--- config.mk ---
export PLATFORM = sky130hd
export DESIGN_NAME = i2c_master_byte_engine
export DESIGN_NICKNAME = d
export VERILOG_FILES = /design/src/rtl/core/i2cm_pkg.sv /design/src/rtl/core/i2cm_seq.sv /design/src/rtl/core/i2c_master_byte_engine.sv
export SDC_FILE = /design/constraint.sdc
export NUM_CORES = 1
export LEC_CHECK = 0
export ABC_AREA = 1
export BUFFER_PORTS_ARGS = -buffer_cell sky130_fd_sc_hd__buf_4
export CORE_ASPECT_RATIO = 0.7
export CORE_MARGIN = 10
export CORE_UTILIZATION = 58
export CTS_CLUSTER_DIAMETER = 120
export DETAILED_ROUTE_END_ITERATION = 7
export HOLD_SLACK_MARGIN = 0.06
export PLACE_DENSITY = 0.77
export SYNTH_ARGS = -nofsm -noshare
export SYNTH_HDL_FRONTEND = slang
export SYNTH_SLANG_ARGS = --single-unit
export TNS_END_PERCENT = 5
--- constraint.sdc ---
create_clock -name clock -period 5.05 [get_ports clock]
set_input_delay 1.01 -clock clock [delete_from_list [all_inputs] [get_ports clock]]
set_output_delay 1.01 -clock clock [all_outputs]
set_load 0.05 [all_outputs]
--- src/rtl/core/i2cm_pkg.sv ---
// Shared types, constants and the pin-step decode for the I2C master byte engine.
// Used by i2cm_seq, i2c_master_byte_engine and tb_top; depends on nothing else.
`default_nettype none

package i2cm_pkg;

   // Command codes, also the encoding of the active command register.
   typedef enum logic [3:0] {
      CMD_NONE       = 4'd0,
      CMD_START      = 4'd1,
      CMD_STOP       = 4'd2,
      CMD_WRITE_BYTE = 4'd3,
      CMD_WRITE_ADDR = 4'd4,
      CMD_READ_BYTE  = 4'd5,
      CMD_ACK        = 4'd6,
      CMD_NACK       = 4'd7,
      CMD_WAIT_ACK   = 4'd8
   } cmd_type;

   // Configuration register indexes.
   typedef enum logic {
      CSR_DELAY_TICKS = 1'b0,
      CSR_ACK_TIMEOUT = 1'b1
   } csr_index_type;

   localparam logic [15:0] DELAY_TICKS_RESET = 16'd10;
   localparam logic [15:0] ACK_TIMEOUT_RESET = 16'd1000;
   localparam logic [3:0]  CMD_FIRST         = 4'd1;
   localparam logic [3:0]  CMD_LAST          = 4'd8;
   localparam int          BYTE_BITS         = 8;

   // One input item as held in the input register.
   typedef struct packed {
      logic [3:0] command;
      logic [7:0] data_byte;
      logic [6:0] slave_address;
      logic       read_not_write;
      logic       sda_level;
   } item_type;

   // One result item.
   typedef struct packed {
      logic       scl_drive;
      logic       sda_drive;
      logic       engine_busy;
      logic       command_done;
      logic       ack_seen;
      logic [7:0] received_byte;
      logic       line_held_low;
   } rsp_type;

   // Line drives at the start of a pin step; drv is {scl, sda}.
   function automatic logic [1:0] begin_drives(input cmd_type    cmd,
                                               input logic [2:0] phase,
                                               input logic [3:0] bit_idx,
                                               input logic [7:0] shift,
                                               input logic [1:0] drv);
      logic [1:0] res;
      res = drv;
      unique case (cmd)
         CMD_START: begin
            priority case (phase)
               3'd0:    res[0] = 1'b1;
               3'd1:    res[1] = 1'b1;
               3'd2:    res[0] = 1'b0;
               default: res[1] = 1'b0;
            endcase
         end
         CMD_STOP: begin
            priority case (phase)
               3'd0:    res[0] = 1'b0;
               3'd1:    res[1] = 1'b1;
               3'd2:    res[0] = 1'b1;
               default: res[1] = 1'b0;
            endcase
         end
         CMD_WRITE_BYTE, CMD_WRITE_ADDR: begin
            if (bit_idx < 4'(BYTE_BITS)) begin
               priority case (phase)
                  3'd0:    res[0] = shift[3'd7 - bit_idx[2:0]];
                  3'd1:    res[1] = 1'b1;
                  default: res[1] = 1'b0;
               endcase
            end else if (phase == 3'd0) begin
               res = 2'b11;
            end else begin
               res[1] = 1'b0;
            end
         end
         CMD_READ_BYTE, CMD_NACK: begin
            priority case (phase)
               3'd0:    res[0] = 1'b1;
               3'd1:    res[1] = 1'b1;
               default: res[1] = 1'b0;
            endcase
         end
         CMD_ACK: begin
            priority case (phase)
               3'd0:    res[0] = 1'b0;
               3'd1:    res[1] = 1'b1;
               3'd2:    res[1] = 1'b0;
               default: res[0] = 1'b1;
            endcase
         end
         CMD_WAIT_ACK: begin
            if (phase == 3'd0) begin
               res = 2'b11;
            end else if (phase == 3'd2) begin
               res[1] = 1'b0;
            end
         end
         default: res = drv;
      endcase
      return res;
   endfunction

endpackage

`default_nettype wire

--- src/rtl/core/i2cm_seq.sv ---
// Bus sequencer: holds the command state and works out one tick per enabled cycle.
// Depends on i2cm_pkg for the command codes, item and result types.
`default_nettype none

module i2cm_seq (
   input  wire logic               clock,
   input  wire logic               reset,
   input  wire logic               tick,
   input  wire i2cm_pkg::item_type item,
   input  wire logic [15:0]        delay_ticks,
   input  wire logic [15:0]        ack_timeout,
   output      i2cm_pkg::rsp_type  result
);

   i2cm_pkg::cmd_type cmd_ff, cmd_in;
   logic [2:0]  phase_ff, phase_in;
   logic [3:0]  bit_ff, bit_in;
   logic [7:0]  shift_ff, shift_in;
   logic [15:0] ival_ff, ival_in;
   logic [15:0] poll_ff, poll_in;
   logic [1:0]  drv_ff, drv_in;
   logic        ack_ff, ack_in;
   logic [7:0]  rx_ff, rx_in;

   logic              start;
   logic [15:0]       reload;
   i2cm_pkg::cmd_type a_cmd;
   logic [2:0]        a_phase, e_phase;
   logic [3:0]        a_bit, e_bit;
   logic [7:0]        a_shift;
   logic [15:0]       a_ival, a_poll;
   logic [1:0]        a_drv;
   logic              busy, done, fin;

   always_ff @(posedge clock) begin
      if (reset) begin
         cmd_ff   <= i2cm_pkg::CMD_NONE;
         phase_ff <= '0;
         bit_ff   <= '0;
         shift_ff <= '0;
         ival_ff  <= '0;
         poll_ff  <= '0;
         drv_ff   <= 2'b11;
         ack_ff   <= 1'b0;
         rx_ff    <= '0;
      end else if (tick) begin
         cmd_ff   <= cmd_in;
         phase_ff <= phase_in;
         bit_ff   <= bit_in;
         shift_ff <= shift_in;
         ival_ff  <= ival_in;
         poll_ff  <= poll_in;
         drv_ff   <= drv_in;
         ack_ff   <= ack_in;
         rx_ff    <= rx_in;
      end
   end

   always_comb begin
      // A new command is taken only while idle; unknown codes are dropped.
      start  = (cmd_ff == i2cm_pkg::CMD_NONE) && (item.command >= i2cm_pkg::CMD_FIRST)
               && (item.command <= i2cm_pkg::CMD_LAST);
      reload = (delay_ticks == '0) ? '0 : delay_ticks - 16'd1;

      a_cmd   = start ? i2cm_pkg::cmd_type'(item.command) : cmd_ff;
      a_phase = start ? 3'd0 : phase_ff;
      a_bit   = start ? 4'd0 : bit_ff;
      a_shift = shift_ff;
      if (start && a_cmd == i2cm_pkg::CMD_WRITE_BYTE) begin
         a_shift = item.data_byte;
      end else if (start && a_cmd == i2cm_pkg::CMD_WRITE_ADDR) begin
         a_shift = {item.slave_address, item.read_not_write};
      end
      a_poll = (start && a_cmd == i2cm_pkg::CMD_WAIT_ACK) ? ack_timeout : poll_ff;
      a_drv  = start ? i2cm_pkg::begin_drives(a_cmd, 3'd0, 4'd0, a_shift, drv_ff) : drv_ff;
      a_ival = start ? reload : ival_ff;

      cmd_in   = a_cmd;
      phase_in = a_phase;
      bit_in   = a_bit;
      shift_in = a_shift;
      ival_in  = a_ival;
      poll_in  = a_poll;
      drv_in   = a_drv;
      ack_in   = ack_ff;
      rx_in    = rx_ff;
      busy     = 1'b0;
      done     = 1'b0;
      fin      = 1'b0;
      e_phase  = a_phase + 3'd1;
      e_bit    = a_bit;

      if (a_cmd != i2cm_pkg::CMD_NONE) begin
         busy = 1'b1;
         if (a_cmd == i2cm_pkg::CMD_WAIT_ACK && a_phase == 3'd1) begin
            // Polling the slave: one poll per tick until SDA low or budget spent.
            if (!item.sda_level || a_poll == '0) begin
               ack_in   = !item.sda_level && (a_poll != '0);
               phase_in = 3'd2;
               drv_in   = i2cm_pkg::begin_drives(a_cmd, 3'd2, a_bit, a_shift, a_drv);
               ival_in  = reload;
            end else begin
               poll_in = a_poll - 16'd1;
            end
         end else if (a_ival != '0) begin
            ival_in = a_ival - 16'd1;
         end else begin
            unique case (a_cmd)
               i2cm_pkg::CMD_START, i2cm_pkg::CMD_STOP, i2cm_pkg::CMD_ACK:
                  fin = e_phase > 3'd3;
               i2cm_pkg::CMD_NACK, i2cm_pkg::CMD_WAIT_ACK:
                  fin = e_phase > 3'd2;
               i2cm_pkg::CMD_WRITE_BYTE, i2cm_pkg::CMD_WRITE_ADDR: begin
                  if (a_bit >= 4'(i2cm_pkg::BYTE_BITS)) begin
                     // Ack check: sampled at the end of the released step.
                     if (a_phase == 3'd0) begin
                        ack_in = !item.sda_level;
                     end
                     fin = e_phase > 3'd1;
                  end else if (e_phase > 3'd2) begin
                     e_phase = 3'd0;
                     e_bit   = a_bit + 4'd1;
                  end
               end
               i2cm_pkg::CMD_READ_BYTE: begin
                  if (a_phase == 3'd1) begin
                     rx_in = {rx_ff[6:0], item.sda_level};
                  end
                  if (e_phase > 3'd2) begin
                     e_phase = 3'd1;
                     e_bit   = a_bit + 4'd1;
                     fin     = e_bit >= 4'(i2cm_pkg::BYTE_BITS);
                  end
               end
               default: fin = 1'b1;
            endcase

            if (fin) begin
               done     = 1'b1;
               cmd_in   = i2cm_pkg::CMD_NONE;
               phase_in = 3'd0;
               bit_in   = 4'd0;
            end else begin
               phase_in = e_phase;
               bit_in   = e_bit;
               if (!(a_cmd == i2cm_pkg::CMD_WAIT_ACK && e_phase == 3'd1)) begin
                  drv_in  = i2cm_pkg::begin_drives(a_cmd, e_phase, e_bit, a_shift, a_drv);
                  ival_in = reload;
               end
            end
         end
      end

      result.scl_drive     = a_drv[1];
      result.sda_drive     = a_drv[0];
      result.engine_busy   = busy;
      result.command_done  = done;
      result.ack_seen      = ack_in;
      result.received_byte = rx_in;
      result.line_held_low = !item.sda_level;
   end

endmodule

`default_nettype wire

--- src/rtl/core/i2c_master_byte_engine.sv ---
// Top level of the I2C master byte engine: input register, sequencer, result register.
// Depends on i2cm_pkg and i2cm_seq.
`default_nettype none

// Usage
// Each item on the req_ channel is one tick of the bus sequencer. It carries the
// sampled SDA level and, while the engine is idle, a command (start, stop, write
// byte, write address, read byte, ack, nack, wait for ack). Every accepted item
// produces exactly one item on the rsp_ channel with the SCL/SDA drives for that
// tick, busy and done flags, the last ack status and the read shift register.
// An accepted item waits in the input register, is worked out by the sequencer as
// it moves into the result register, and is offered on rsp_ from there.
// Throughput: one item per cycle while rsp_ready is high. The tick logic is a single
// pass from the input register into the sequencer state and the result register.
// When the receiver stalls, the result register holds its item, the input
// register fills, and req_ready drops until rsp_ready returns.
// The csr_ port writes delay_ticks (index 0, reset 10) and ack_timeout (index 1,
// reset 1000); write them only while no item is in flight.
// Reset empties both registers, releases SCL and SDA high and returns the
// sequencer to idle with the ack flag and read byte cleared.

module i2c_master_byte_engine (
   input  wire logic        clock,
   input  wire logic        reset,
   input  wire logic        req_valid,
   output      logic        req_ready,
   input  wire logic [3:0]  req_command,
   input  wire logic [7:0]  req_data_byte,
   input  wire logic [6:0]  req_slave_address,
   input  wire logic        req_read_not_write,
   input  wire logic        req_sda_level,
   output      logic        rsp_valid,
   input  wire logic        rsp_ready,
   output      logic        rsp_scl_drive,
   output      logic        rsp_sda_drive,
   output      logic        rsp_engine_busy,
   output      logic        rsp_command_done,
   output      logic        rsp_ack_seen,
   output      logic [7:0]  rsp_received_byte,
   output      logic        rsp_line_held_low,
   input  wire logic        csr_write_enable,
   input  wire logic        csr_index,
   input  wire logic [15:0] csr_write_data
);

   logic               in_valid_ff;
   i2cm_pkg::item_type item_ff, item_in;
   logic               out_valid_ff;
   i2cm_pkg::rsp_type  rsp_ff;
   i2cm_pkg::rsp_type  step_rsp;
   logic [15:0]        delay_ff;
   logic [15:0]        timeout_ff;
   logic               advance;

   // The held item moves on whenever the result register is empty or being taken.
   assign advance   = in_valid_ff && (!out_valid_ff || rsp_ready);
   assign req_ready = !in_valid_ff || advance;

   assign item_in = '{command:        req_command,
                      data_byte:      req_data_byte,
                      slave_address:  req_slave_address,
                      read_not_write: req_read_not_write,
                      sda_level:      req_sda_level};

   always_ff @(posedge clock) begin
      if (reset) begin
         in_valid_ff <= 1'b0;
      end else if (req_ready) begin
         in_valid_ff <= req_valid;
      end
   end

   always_ff @(posedge clock) begin
      if (req_valid && req_ready) begin
         item_ff <= item_in;
      end
   end

   always_ff @(posedge clock) begin
      if (reset) begin
         out_valid_ff <= 1'b0;
      end else if (advance) begin
         out_valid_ff <= 1'b1;
      end else if (rsp_ready) begin
         out_valid_ff <= 1'b0;
      end
   end

   always_ff @(posedge clock) begin
      if (advance) begin
         rsp_ff <= step_rsp;
      end
   end

   // Configuration registers.
   always_ff @(posedge clock) begin
      if (reset) begin
         delay_ff   <= i2cm_pkg::DELAY_TICKS_RESET;
         timeout_ff <= i2cm_pkg::ACK_TIMEOUT_RESET;
      end else if (csr_write_enable) begin
         unique case (i2cm_pkg::csr_index_type'(csr_index))
            i2cm_pkg::CSR_DELAY_TICKS: delay_ff   <= csr_write_data;
            i2cm_pkg::CSR_ACK_TIMEOUT: timeout_ff <= csr_write_data;
            default:                   delay_ff   <= delay_ff;
         endcase
      end
   end

   // The sequencer state only moves when a tick is handed to the result register.
   i2cm_seq u_seq (
      .clock       (clock),
      .reset       (reset),
      .tick        (advance),
      .item        (item_ff),
      .delay_ticks (delay_ff),
      .ack_timeout (timeout_ff),
      .result      (step_rsp)
   );

   assign rsp_valid         = out_valid_ff;
   assign rsp_scl_drive     = rsp_ff.scl_drive;
   assign rsp_sda_drive     = rsp_ff.sda_drive;
   assign rsp_engine_busy   = rsp_ff.engine_busy;
   assign rsp_command_done  = rsp_ff.command_done;
   assign rsp_ack_seen      = rsp_ff.ack_seen;
   assign rsp_received_byte = rsp_ff.received_byte;
   assign rsp_line_held_low = rsp_ff.line_held_low;

   // A held item that cannot move on must still be there next cycle.
   assert property (@(posedge clock) disable iff (reset)
      (in_valid_ff && !advance) |=> in_valid_ff)
      else $error("held item lost from the input register");

   // Every tick worked out lands in the result register as a valid item.
   assert property (@(posedge clock) disable iff (reset)
      advance |=> (rsp_valid && rsp_engine_busy == $past(step_rsp.engine_busy)))
      else $error("worked tick not presented on the result channel");

   // A finished command is always reported on a busy tick.
   assert property (@(posedge clock) disable iff (reset)
      (advance && step_rsp.command_done) |=> rsp_engine_busy)
      else $error("command done reported outside a busy tick");

   // Input is refused only while an item is held.
   assert property (@(posedge clock) disable iff (reset)
      !req_ready |-> in_valid_ff)
      else $error("input refused with the input register empty");

endmodule

`default_nettype wire

# == Word-level counts from Yosys, hierarchy flattened ==
# Cells that the tools add are included.
# totals
reg_bits,131
latchBits,0
ramBits,0
romBits,0
word_cells,181
memories,0
# classes
add_sub_neg,6
multipliers,0
n_div,0
order_cmp,9
eq_ne,11
shift,0
muxes,91
bitwise_logic,2
reduce_logical,37
# ops
cell,count
$mux 16,12
$mux 4,15
$mux 8,7
$sub 16x1->16 const B,3
$mux 3,12
$logic_not 16->1,2
$reduce_bool 16->1,2
$mux 1,24
$eq 4x3->1 const B,4
$mux 2,8
$pmux 1 s2,7
$pmux 2 s6,1
$reduce_or 2->1,6
$logic_and 1x1->1,10
$eq 4x2->1 const B,2
$ge 4x4->1 const B,2
$pmux 4 s2,1
$eq 3x1->1 const B,2
$gt 3x2->1 const B,2
$logic_not 3->1,2
$pmux 3 s2,1
$reduce_or 3->1,2
$reduce_or 6->1,1
$add 4x1->4 const B,1
other kinds (21),27

# == Depth between registers and ports, before layout ==
# Gate-level depths: netlist of run 1.
# logic_depth
depth_word,23
depth_mapped,29
depth_no_buf,28

# == Cells and area by module ==
# Synthesis of run 1 repeated with hierarchy kept, for this count alone.
# unflattened
hier_cells,1249
area_unflattened_um2,8622.0
# modules_own_cells
module,instances,cells_per_inst,area_per_inst_um2
i2cm_seq,1,1030,6207.2
i2c_master_byte_engine,1,219,2414.8

# == Worst setup path before layout of run 1 ==
# No wires, ideal clock.
# synth_path
path_kind,register to register
from,register item_ff[19] in the netlist's numbering
to,register rsp_ff (netlist bit rsp_received_byte[0]) (data pin)
setup_ns,0.258
t_arrival_ns,2.942
required_time_ns,4.792
setup_slack_ns,1.851
path_stages_with_launch,24
synth_period_minus_slack_ns,3.199
path_cell_list,edfxtp_1 -> nor2_1 -> nand2_1 -> nand2_2 -> nand3_4 -> inv_2 -> buf_4 -> buf_4 -> o21ai_0 -> o21a_1 -> inv_1 -> ha_1 -> inv_1 -> nor2_4 -> nand2_2 -> nor2_4 -> nand3_2 -> nor2_4 -> nand2_2 -> nor2_8 -> nand3_4 -> buf_6 -> nor2_2 -> a21oi_2
# synth_lines
element,line_no,source
"start, declared",i2c_master_byte_engine.sv:47,"i2cm_pkg::item_type item_ff, item_in;"
"start signal, assigned",i2c_master_byte_engine.sv:75,item_ff <= item_in;
"end signal, assigned",i2c_master_byte_engine.sv:91,rsp_ff <= step_rsp;
"end, declared",i2c_master_byte_engine.sv:49,i2cm_pkg::rsp_type rsp_ff;

==> results.txt, run 1 <==
After filler insertion, the fill cell instance count of the layout stands at 1238. For this design the static power due to leakage is 4.42 nW. Summed over all layers, the global routing overflow is 0.

The fraction of the cycle the final worst path needs was 77.6%. Summing all non-filler instances in the final layout gives an area of 9480 sq um. The largest voltage drop on the vdd net was 0.294 mV. The time the worst path needs with I/O delays and setup is 3.92 ns. Data on the critical path arrives at its endpoint at 4.23 ns. The tightest min-delay check is of the reg2reg type. The initial antenna violation count was 0.

After synthesis, flip-flops and latches occupy 35.6% of the total area. The repair_antennas step left the layout with diodes totalling 0. The floorplan step defined a die boundary enclosing 19700 sq um. Measured against the total synthesized area, the mux share comes to 0.765%. For the final database, setup skew stands at 0.0125 ns.

59 I/O pins were placed. Measured against its own limit, the worst slew margin works out to 40.7%. Summing the areas of all compound-gate instances in the mapped netlist gives 17.6% of the synthesized area.

The number of remaining DRC errors is 0. The count of nets left with antenna violations once routing finished came out at 0. Setup repair after global routing left no endpoint under its margin. Traced cell by cell, the critical path runs through nor2_1, nand2_1, nand2_2, nand3_4, inv_2, o21ai_0, o21a_1, inv_1, ha_1, inv_1, nor2_4, nand2_2, nor2_4, nand3_2, nor2_4, nand2_2, nor2_8, nand3_4, nor2_1, a21oi_2, o21ai_1, inv_1. During synthesis, Yosys emitted a total of 0 warnings. At the end of routability-driven placement, the weighted congestion stood at 0.989. Setup violations remaining at the end of the flow were counted as 0. The tools report the effective utilization at floorplan as 59.6%. Cells with a size suffix above 1 make up 14.6% of the layout. Max-cap violations in this run came to 0. The vertical extent of the die works out to 120 microns. The global-route wire length before repair was 38300 microns; the post-synthesis register bit count was 131.

The synthesized netlist devotes 1.20% of its cell area to adder and majority cells. Leaving out fill and tap cells, the most frequent cell in the layout is sky130_fd_sc_hd__nand2_1. After clock tree synthesis, the repair step resized 0 gates. The area growth from synthesis to layout is 13.6%. The H-tree level count was 4; the largest fanout of any net on the critical path was 32.

The tools report the aggregate global-route resource usage as 23.9%. STA classifies the critical path startpoint as a flip-flop. The synthesized netlist occupies a cell area of 8340 sq um. Based on the critical path, the design can be clocked at up to 0.255 GHz. Later-pin clock latency in the skew report: 0.43 ns.

The logs give 0 for the total count of max-transition violations in the final report and 14000 sq um for the placeable core region. Leading register cell type out of synthesis: sky130_fd_sc_hd__dfxtp_1. In this run, the number of DRC markers left after iteration 0 of detailed routing was 1071. From left edge to right edge, the die measures 163 microns.

The buffer type at the clock tree root was sky130_fd_sc_hd__clkbuf_16. The number of buffers inserted during clock tree synthesis is 17, and the number of search-and-repair iterations in the first detailed-routing pass is 6. Together, buffers and inverters on the worst path number 4.

Adding up every negative setup slack in the final design gives 0 ns. Clock-pin slew was measured on the worst setup and hold paths at 0.06 ns. The largest single stage delay on the critical path is 0.46 ns. By area, the combinational part of the netlist is dominated by simple AND/OR/NAND/NOR gates. Hold repair after CTS inserted 0 buffers. Number of hold-slack violations in the final timing report: 0. The flow ran to the end, and the final reports show no timing, DRC or antenna violations. Synthesis produced a netlist with a net count of 1268. In the final design database the tool counted 1306 nets. Data on the critical path is required at its endpoint by 5.36 ns. The critical path is of the reg2reg type. The final route contains 8188 vias. The tools report the kind of end point of the critical path as a flip-flop. TritonCTS built the clock tree. For the total cell area at the placement stage, the log shows 8860 sq um. In the layout the commonest cells are 298 x sky130_fd_sc_hd__nand2_1, 127 x sky130_fd_sc_hd__nor2_1, 119 x sky130_fd_sc_hd__inv_1, 96 x sky130_fd_sc_hd__a21oi_1, 96 x sky130_fd_sc_hd__dfxtp_1. The per-instance average area after synthesis was 6.86 sq um. For the final cell utilization of the core, the log shows 67.7%. After Yosys synthesis, and, or, nand and nor cells account for 32.7% of the synthesized area. After Yosys synthesis, XOR and XNOR cells account for 3.46% of the synthesized area. The run gives 2 as the clock tree buffer depth. The detailed-placement wirelength estimate was 16800 microns.

Yosys mapped the design onto 52 distinct sky130hd cell types. In the routed layout, each cell is associated on average with a via count of 5.62. Number of core rows: 36. The number of global-route vias before repair was 7247; the average wire length per cell after detail routing was 16.1 microns. The number of synthesized flops with an enable pin works out to 35.

The cell with the largest stage delay on the worst path is sky130_fd_sc_hd__inv_2. Entering global routing, the biggest net connects 81 pins. The cell class contributing the biggest share of worst-path delay is simple AND/OR/NAND/NOR gates. Dividing total power by cell area gives a power density of 355 nW/um^2. The actual transition at the worst max-transition pin was 0.882 ns. Buffers placed on the I/O ports in this run total 58. The number of instances in the synthesized netlist was 1217; the wire length reported by the detailed router was 23500 microns. After clock tree synthesis, the setup repair step added 0 buffers. For this design, the sink count on the clock tree is 131.

Counting flops with an async set or reset pin after synthesis yields a share of 0%.
-- power breakdown --
part / internal, mW / total (mW) / switching (mW) / leakage [nW]
Combinational: 0.272 / 0.863 / 0.590 / 2.99
Clock: 0.791 / 1.31 / 0.515 / 0.298
Sequential: 1.15 / 1.20 / 0.0441 / 1.13
Total: 2.22 / 3.37 / 1.15 / 4.42
-- worst min-delay path, delay by kind of cell, from the launching register on --
kind | cells | cell delay [ns]
DFF | 1 | 0.30
AOI/OAI and AO/OA | 1 | 0.06
and+or+nand+nor | 1 | 0.05
-- per-stage QoR --
stage | instances | power [mW] | setup slack, ns | hold slack (ns)
2_1_floorplan | 1217 | 1.85 | 1.85 | 0.434
3_3_place_gp | 1426 | 2.05 | 1.37 | 0.448
3_5_place_dp | 1426 | 2.05 | 1.21 | 0.450
4_1_cts | 1458 | 3.36 | 1.16 | 0.464
5_1_grt | 1458 | 3.53 | 0.742 | 0.490
6_report | 1458 | 3.37 | 1.13 | 0.464
-- layer usage --
metal / global-route usage (%) / up-vias / share of wire (%)
li1: - / 4095 / -
met1: 36.9 / 3613 / 49
met2: 29.5 / 451 / 37
met3: 8.47 / 29 / 13
met4: 6.52 / 0 / 1.4
met5: 0 / - / 0
-- synth_stat cells (7+ instances only) --
cell | instances | area share (%)
sky130_fd_sc_hd__clkbuf_1 | 29 | 1.3
sky130_fd_sc_hd__nor2_4 | 8 | 1.1
sky130_fd_sc_hd__buf_2 | 9 | 0.54
sky130_fd_sc_hd__ha_1 | 8 | 1.2
sky130_fd_sc_hd__nor2_1 | 128 | 5.8
sky130_fd_sc_hd__xor2_1 | 24 | 2.5
sky130_fd_sc_hd__or2_2 | 8 | 0.60
sky130_fd_sc_hd__dfxtp_1 | 96 | 23
sky130_fd_sc_hd__xnor2_1 | 9 | 0.94
sky130_fd_sc_hd__nand2_1 | 299 | 13
sky130_fd_sc_hd__o21ai_1 | 29 | 1.7
sky130_fd_sc_hd__o211ai_1 | 12 | 1.1
sky130_fd_sc_hd__o21ai_0 | 79 | 4.7
sky130_fd_sc_hd__nor2_2 | 10 | 0.75
sky130_fd_sc_hd__edfxtp_1 | 35 | 13
sky130_fd_sc_hd__a21oi_1 | 96 | 5.8
sky130_fd_sc_hd__nand4_1 | 12 | 0.90
sky130_fd_sc_hd__a21oi_2 | 8 | 0.84
sky130_fd_sc_hd__inv_2 | 10 | 0.45
sky130_fd_sc_hd__nand3b_1 | 10 | 0.90
sky130_fd_sc_hd__nand2_2 | 12 | 0.90
sky130_fd_sc_hd__inv_1 | 120 | 5.4
sky130_fd_sc_hd__nor3_1 | 14 | 0.84
sky130_fd_sc_hd__nand3_1 | 79 | 4.7
sky130_fd_sc_hd__o22ai_1 | 7 | 0.52
sky130_fd_sc_hd__o21ai_2 | 7 | 0.73
-- final timing paths --
| check | from | to | slack, ns | depth (start not counted) |
|---|---|---|---|---|
| min | u_seq.ival_ff[12] | u_seq.ival_ff[12] | 0.46 | 2 |
| max reg2reg | item_ff[19] | u_seq.rx_ff[6] | 1.13 | 22 |
| max | item_ff[19] | u_seq.rx_ff[6] | 1.13 | 22 |
| min reg2reg | u_seq.ival_ff[12] | u_seq.ival_ff[12] | 0.46 | 2 |
-- sequential cells by signal, summed over array words and instances, names as in the netlist, 8 cells and up --
register and flops:
item_ff 21, delay_ff 16, timeout_ff 16, u_seq.ival_ff 16, u_seq.poll_ff 16, rsp_received_byte 8
u_seq.rx_ff 8, u_seq.shift_ff 8
-- area by class of cell --
type	instances	area (sq um)	share of cell area [%]
clock inverter	15	191	2.02
multi-input combinational	907	4660	49.1
timing repair buffer	67	503	5.31
tap	190	238	2.51
inverter	131	492	5.19
sequential	131	2970	31.4
clock buffer	17	425	4.49
-- logic make-up after synthesis --
logic type	Yosys count
AO/OA/AOI/OAI	259
buffers and inverters	179
AND/OR/NAND/NOR	601
multiplexers	6
XOR/XNOR	33
adder cells (fa/ha/maj)	8
flip-flops	131
(Power assumes the default switching activity.)
==> run 2: changes to the inputs <==
clock period = 4.1 ns   (was 5.05 ns; I/O delays follow)
==> results.txt, run 2 (synthesized netlist as in run 1, its figures left out) <==
The run gives 7422 as the number of global-route vias before repair. Setup violations remaining at the end of the flow were counted as 0. The tools report the sum of internal, switching and leakage power as 4.34 mW.

The root buffer cell chosen for the clock tree is sky130_fd_sc_hd__clkbuf_16. The largest voltage drop on the vdd net came out at 0.311 mV. The number of buffers added for setup after CTS was 0; the number of hold-slack violations in the final timing report was 0. The worst setup path is launched from a flip-flop. The detailed-placement wirelength estimate was 17200 microns. The number of buffers and inverters on the critical path came out at 3. The worst endpoint data arrival time is 4.16 ns. In this run the standard cell core region covers 14000 sq um. Buffers placed on the I/O ports in this run total 58.

Once the floorplan was initialized, standard cells occupied 59.6% of the core. The first global-routing pass estimated 38900 microns of wire. The total of max-cap violations was 0.

For this design, the sink count on the clock tree is 131. Measured against its own limit, the worst slew margin works out to 27.4%. Actual transition at the worst max-transition pin: 1.09 ns. The initial antenna violation count was 0.

After layout, the worst setup slack is 0.297 ns. Using the TritonRoute via totals, the vias-per-cell ratio works out to 5.65. For the worst setup path, the data required time is 4.46 ns.

Entering global routing, the biggest net connects 81 pins. The library cells used most frequently in the layout, excluding fill and tap cells, are 297 x sky130_fd_sc_hd__nand2_1, 127 x sky130_fd_sc_hd__nor2_1, 119 x sky130_fd_sc_hd__inv_1, 96 x sky130_fd_sc_hd__a21oi_1, 96 x sky130_fd_sc_hd__dfxtp_1. From bottom edge to top edge, the die measures 120 microns.

The clock slew at the register clock pins of the worst setup and hold paths came out at 0.06 ns. From synthesis to final layout, the design area changed by 15.4%. Summed over all layers, the routed wires come to 23800 microns.

The register name with the most flops is item_ff. The type of the worst setup path is reg2reg. The cell class contributing the biggest share of worst-path delay is simple AND/OR/NAND/NOR gates.

The total overflow left after global routing is 0. In the routed design, unresolved DRC markers number 0. The finished cells cover 9630 sq um. The run gives 4.49 nW as the leakage power summed over all cells. The DRC violation total after the first TritonRoute iteration is 987, and the areal power density over the cells is 450 nW/um^2.

The run finished with clean final reports. The die is 163 microns wide. The I/O pin count was 59; the highest clock frequency the design can meet was 0.263 GHz. TritonCTS built the clock tree. For the H-tree level count, the log shows 4. The run gives 17 as the number of buffers inserted during clock tree synthesis.

Across every metal layer, demand over resource in global routing totals 24.3%. Clock latency on the worst-skew pair, taken at its later pin, is 0.44 ns. Setup repair after global routing could not meet its margin everywhere. Subtracting the final worst setup slack from the clock period gives 3.80 ns. Hold repair after CTS inserted 0 buffers.

After clock tree synthesis, the repair step resized 0 gates. The run gives 0.00931 ns as the post-route clock skew. On the worst path, the slowest cell contributes a delay of 0.34 ns. The number of flip-flops under the largest register name is 21.

The clock tree buffer depth is 2, and the global placement routability congestion is 1.02. The fraction of the cycle the final worst path needs was 92.8%. The signal on the critical path passes through inv_1, ha_1, nand3_2, nor2_1, nand3b_1, nor2_1, o21ai_0, o21a_1, inv_1, ha_1, inv_1, nor2_4, nand2_2, nor2_1, nand3_1, nor3_1, nand3_1, nor2_1, nand2_1, o21ai_0, nand3_1, a21oi_1.

The logs give 1315 for the net total in the final layout and 0 for the number of nets still failing antenna checks after routing. The kind of end point of the critical path is a flip-flop. At the placement stage, the worst setup path has a slack of 0.322 ns. The area of the die was 19700 sq um; the number of search-and-repair iterations in the first detailed-routing pass was 7. The number of antenna diodes in the final layout is 0. The most numerous cell type found on the critical path is sky130_fd_sc_hd__nor2_1. After detailed placement, the total cell area comes to 8930 sq um. Layout cell share with drive strength beyond 1: 15.3%.

The largest individual stage delay along the critical path comes from the cell sky130_fd_sc_hd__dfxtp_1. Dividing the detail-routed wire length by the instance count gives 16.2 microns. Type of the most critical hold path: reg2reg. The largest fanout of any net on the critical path works out to 7. The tools report the total count of max-transition violations in the final report as 0. The library cell used most frequently in the layout, excluding fill and tap cells, is sky130_fd_sc_hd__nand2_1.

Row generation in the floorplan step produced 36 rows. The routed layout has 8293 vias.
## run 2: cell types whose count changed in the layout (fill, tap and decap cells not counted), sizes merged
cell / change
clkinvlp: -1
buf: +9
bufinv: +3
clkinv: +2
inv: -4
## run 2: cell type report
type	count	area, sq um
multi-input combinational	907	4670
timing repair buffer	76	571
clock inverter	15	250
clock buffer	17	425
sequential	131	2970
inverter	131	494
tap	190	238
fill	1223	4380
## run 2: path summary, 6_finish.rpt
check	from	slack, ns	to	cells past startpoint
max	delay_ff[0]	0.30	u_seq.bit_ff[2]	22
min reg2reg	u_seq.ival_ff[10]	0.47	u_seq.ival_ff[10]	2
max reg2reg	delay_ff[0]	0.30	u_seq.bit_ff[2]	22
min	u_seq.ival_ff[10]	0.47	u_seq.ival_ff[10]	2
## run 2: per-layer routing
layer	vias up	wire length (microns)	track usage (%)
met1	3714	11400	36.7
li1	4114	-	-
met4	0	242	6.29
met5	-	0	0
met2	441	8930	30.6
met3	24	3220	9.83
## run 2: per-stage QoR
stage          utilization, %  instances  TNS [ns]  hold slack [ns]
3_5_place_dp             63.8       1435         0            0.458
5_1_grt                  68.7       1467  -0.00859            0.476
2_1_floorplan               -       1217         0            0.434
3_3_place_gp             63.8       1435         0            0.450
4_1_cts                  68.6       1467         0            0.466
6_report                 68.7       1467         0            0.467
## run 2: report_power, final
part	switching [mW]	internal (mW)
logic	0.743	0.348
registers	0.0571	1.42
clock network	0.619	1.15
total	1.42	2.92
## run 2: worst reg2reg max path, delay by kind of cell (launching register included)
| family | cells | cell delay [ns] |
|---|---|---|
| AO/OA/AOI/OAI | 4 | 0.66 |
| adder cells (fa/ha/maj) | 2 | 0.43 |
| buffers and inverters | 3 | 0.31 |
| flip-flops | 1 | 0.34 |
| AND/OR/NAND/NOR | 13 | 1.99 |
==> run 3: changes to the inputs <==
CTS_BUF_LIST = sky130_fd_sc_hd__clkbuf_2   (was not set)
==> results.txt, run 3 (synthesized netlist as in run 1, its figures left out) <==
The flow ran to the end, and the final reports show no timing, DRC or antenna violations. The clock tree buffer depth was 2; the number of nets still failing antenna checks after routing was 0. For the final database, setup skew stands at 0.0396 ns.

The tools report the area of the die as 19700 sq um. The library cell used most frequently in the layout, excluding fill and tap cells, is sky130_fd_sc_hd__nand2_1. The design draws 3.63 mW.

The layout cell share with drive strength beyond 1 is 15.3%, and the number of remaining DRC errors is 0. Setup repair after global routing could not meet its margin everywhere. For the number of diodes, the log shows 0. The register name with the most flops is item_ff.

After detailed routing, the average wire length per cell comes to 15.9 microns. The worst relative slew slack was 29.4%. The H-tree generated during clock tree synthesis spans 4 levels.

Leaving out fill and tap cells, the most frequent cells in the layout are 297 x sky130_fd_sc_hd__nand2_1, 127 x sky130_fd_sc_hd__nor2_1, 119 x sky130_fd_sc_hd__inv_1, 96 x sky130_fd_sc_hd__a21oi_1, 96 x sky130_fd_sc_hd__dfxtp_1. The worst setup path is launched from a flip-flop. Across the run, the number of max-cap violations was 0. CTS saw 131 sinks.

From left edge to right edge, the die measures 163 microns. The total area inside the core boundary comes to 14000 sq um. Including well taps, the total number of placed cells is 1435. The first routing iteration left 1025 violations. The total count of max-transition violations in the final report came out at 0.

Prior to clock tree synthesis, the placed netlist has a worst setup slack of 0.322 ns. For the pin with the worst max-slew slack, the measured transition is 1.06 ns. The analysis attributes to cell leakage a power of 4.35 nW. From synthesis to final layout, the design area changed by 11.2%. After clock tree synthesis, the clock-pin slew on the worst setup and hold paths is 0.22 ns.

The tools report the buffer type at the clock tree root as sky130_fd_sc_hd__clkbuf_2. The fraction of the cycle the final worst path needs works out to 93.2%. TritonCTS built the clock tree. For the number of hold buffers added after cts, the log shows 0.

The largest fanout of any net on the critical path came out at 10. At the later pin of the worst-skew pair, clock insertion delay measures 0.75 ns. The tightest min-delay check is of the in2reg type.

Part of the power in combinational logic: 29.8%. Per report_power, the sequential group accounts for 40.7% of the total. At the end of routability-driven placement, the weighted congestion stood at 1.02.

The fill cell instance count of the final layout is 1267. The first global-routing pass estimated 38000 microns of wire. The tools report the aggregate global-route resource usage as 23.7%. The I/O pin count is 59, and the number of global-route vias before repair is 7263.

The initial antenna violation count is 0, and the pin count of the biggest net entering global routing is 81. The worst slack on hold paths was 0.235 ns. The worst setup path is of the reg2reg kind. VDD sags by at most 0.305 mV. For this design the total switching power over the nets is 1.33 mW. The share of total power consumed by net switching was 36.7%; the non-filler instance count after layout was 1467.

Input and output buffers added on the ports amount to 58. The number of search-and-repair iterations in the first detailed-routing pass came out at 8. For this run, the post-layout net count is 1315. The portion of total power attributed to the clock network is 29.5%. The post-layout worst setup margin came out at 0.277 ns.

The register with the most flip-flops in the layout has 21 of them. The highest clock frequency the design can meet is 0.262 GHz. After clock tree synthesis, the setup repair step added 0 buffers. Summing over every cut layer, the via total after detailed routing is 8257.

The time the worst path needs with I/O delays and setup was 3.82 ns. Clock tree synthesis inserted a total of 17 buffers. Cell internal power was estimated by the tool at 2.30 mW.

The number of hold-slack violations in the final timing report was 0. The worst endpoint data arrival time is 4.44 ns, and the data required time of the critical path is 4.72 ns. From bottom edge to top edge, the die measures 120 microns. The number of vias per cell is 5.63. For this configuration, the core starts out at a cell density of 59.6%. After legalization and detailed placement, the total HPWL measured 17200 microns. Power spread over the standard cell area amounts to 391 nW/um^2. After clock tree synthesis, the repair step resized 0 gates. STA classifies the critical path endpoint as a flip-flop. The final layout contains routed wiring with a total length of 23400 microns. The global-route congestion overflow total is 0, and the final-report setup violation count is 0. The floorplan has 36 rows.
run 3: worst max-delay path, cell delays in order, from the launching register on:
cell                       delay, ns
sky130_fd_sc_hd__dfxtp_1        0.38
sky130_fd_sc_hd__inv_1          0.11
sky130_fd_sc_hd__ha_1           0.27
sky130_fd_sc_hd__nand3_2        0.15
sky130_fd_sc_hd__nor2_1         0.19
sky130_fd_sc_hd__nand3b_1       0.11
sky130_fd_sc_hd__nor2_1         0.13
sky130_fd_sc_hd__o21ai_0        0.09
sky130_fd_sc_hd__o21a_1         0.19
sky130_fd_sc_hd__inv_1          0.10
sky130_fd_sc_hd__ha_1           0.16
sky130_fd_sc_hd__inv_1          0.10
sky130_fd_sc_hd__nor2_4         0.14
sky130_fd_sc_hd__nand2_2        0.08
sky130_fd_sc_hd__nor2_4         0.15
sky130_fd_sc_hd__nand3_2        0.10
sky130_fd_sc_hd__nor2_4         0.13
sky130_fd_sc_hd__nand2_2        0.10
sky130_fd_sc_hd__nor2_8         0.20
sky130_fd_sc_hd__nand2_1        0.21
sky130_fd_sc_hd__o21bai_2       0.31
sky130_fd_sc_hd__nand3_1        0.12
sky130_fd_sc_hd__o211ai_1       0.13
sky130_fd_sc_hd__a21oi_1        0.06
run 3: layer usage:
metal	track usage, %	share of wire [%]	up-vias
met2	29.2	37	421
met5	0	0	-
li1	-	-	4117
met3	9.73	13	22
met1	36.5	49	3697
met4	4.78	0.95	0
run 3: power groups by stage:
stage	clock (mW)	sequential, mW	combinational (mW)
2_1_floorplan	0	1.51	0.760
3_3_place_gp	0	1.50	1.04
3_5_place_dp	0	1.50	1.04
4_1_cts	1.08	1.48	1.05
5_1_grt	1.14	1.49	1.20
6_report	1.07	1.48	1.08
run 3: cell type report:
class	instances	area (sq um)	area share, %
well taps	190	238	2.56
clock inverters	15	250	2.70
inverters	131	494	5.33
repair buffers	76	571	6.15
clock buffers	17	85.1	0.917
flip-flops and latches	131	2970	32.0
multi-input cells	907	4670	50.3
run 3: per-stage QoR:
step	TNS, ns	util [%]	area (sq um)
4_1_cts	0	66.1	9270
2_1_floorplan	0	-	8340
6_report	0	66.2	9280
3_5_place_dp	0	63.8	8930
5_1_grt	-0.00517	66.2	9280
3_3_place_gp	0	63.8	8930
run 3: worst paths after layout:
kind,startpoint,to,slack [ns],cells past startpoint
max,delay_ff[0],u_seq.ival_ff[1],0.28,23
min,req_slave_address[0],item_ff[2],0.23,1
max reg2reg,delay_ff[0],u_seq.ival_ff[1],0.28,23
min reg2reg,u_seq.ival_ff[3],u_seq.ival_ff[3],0.48,2
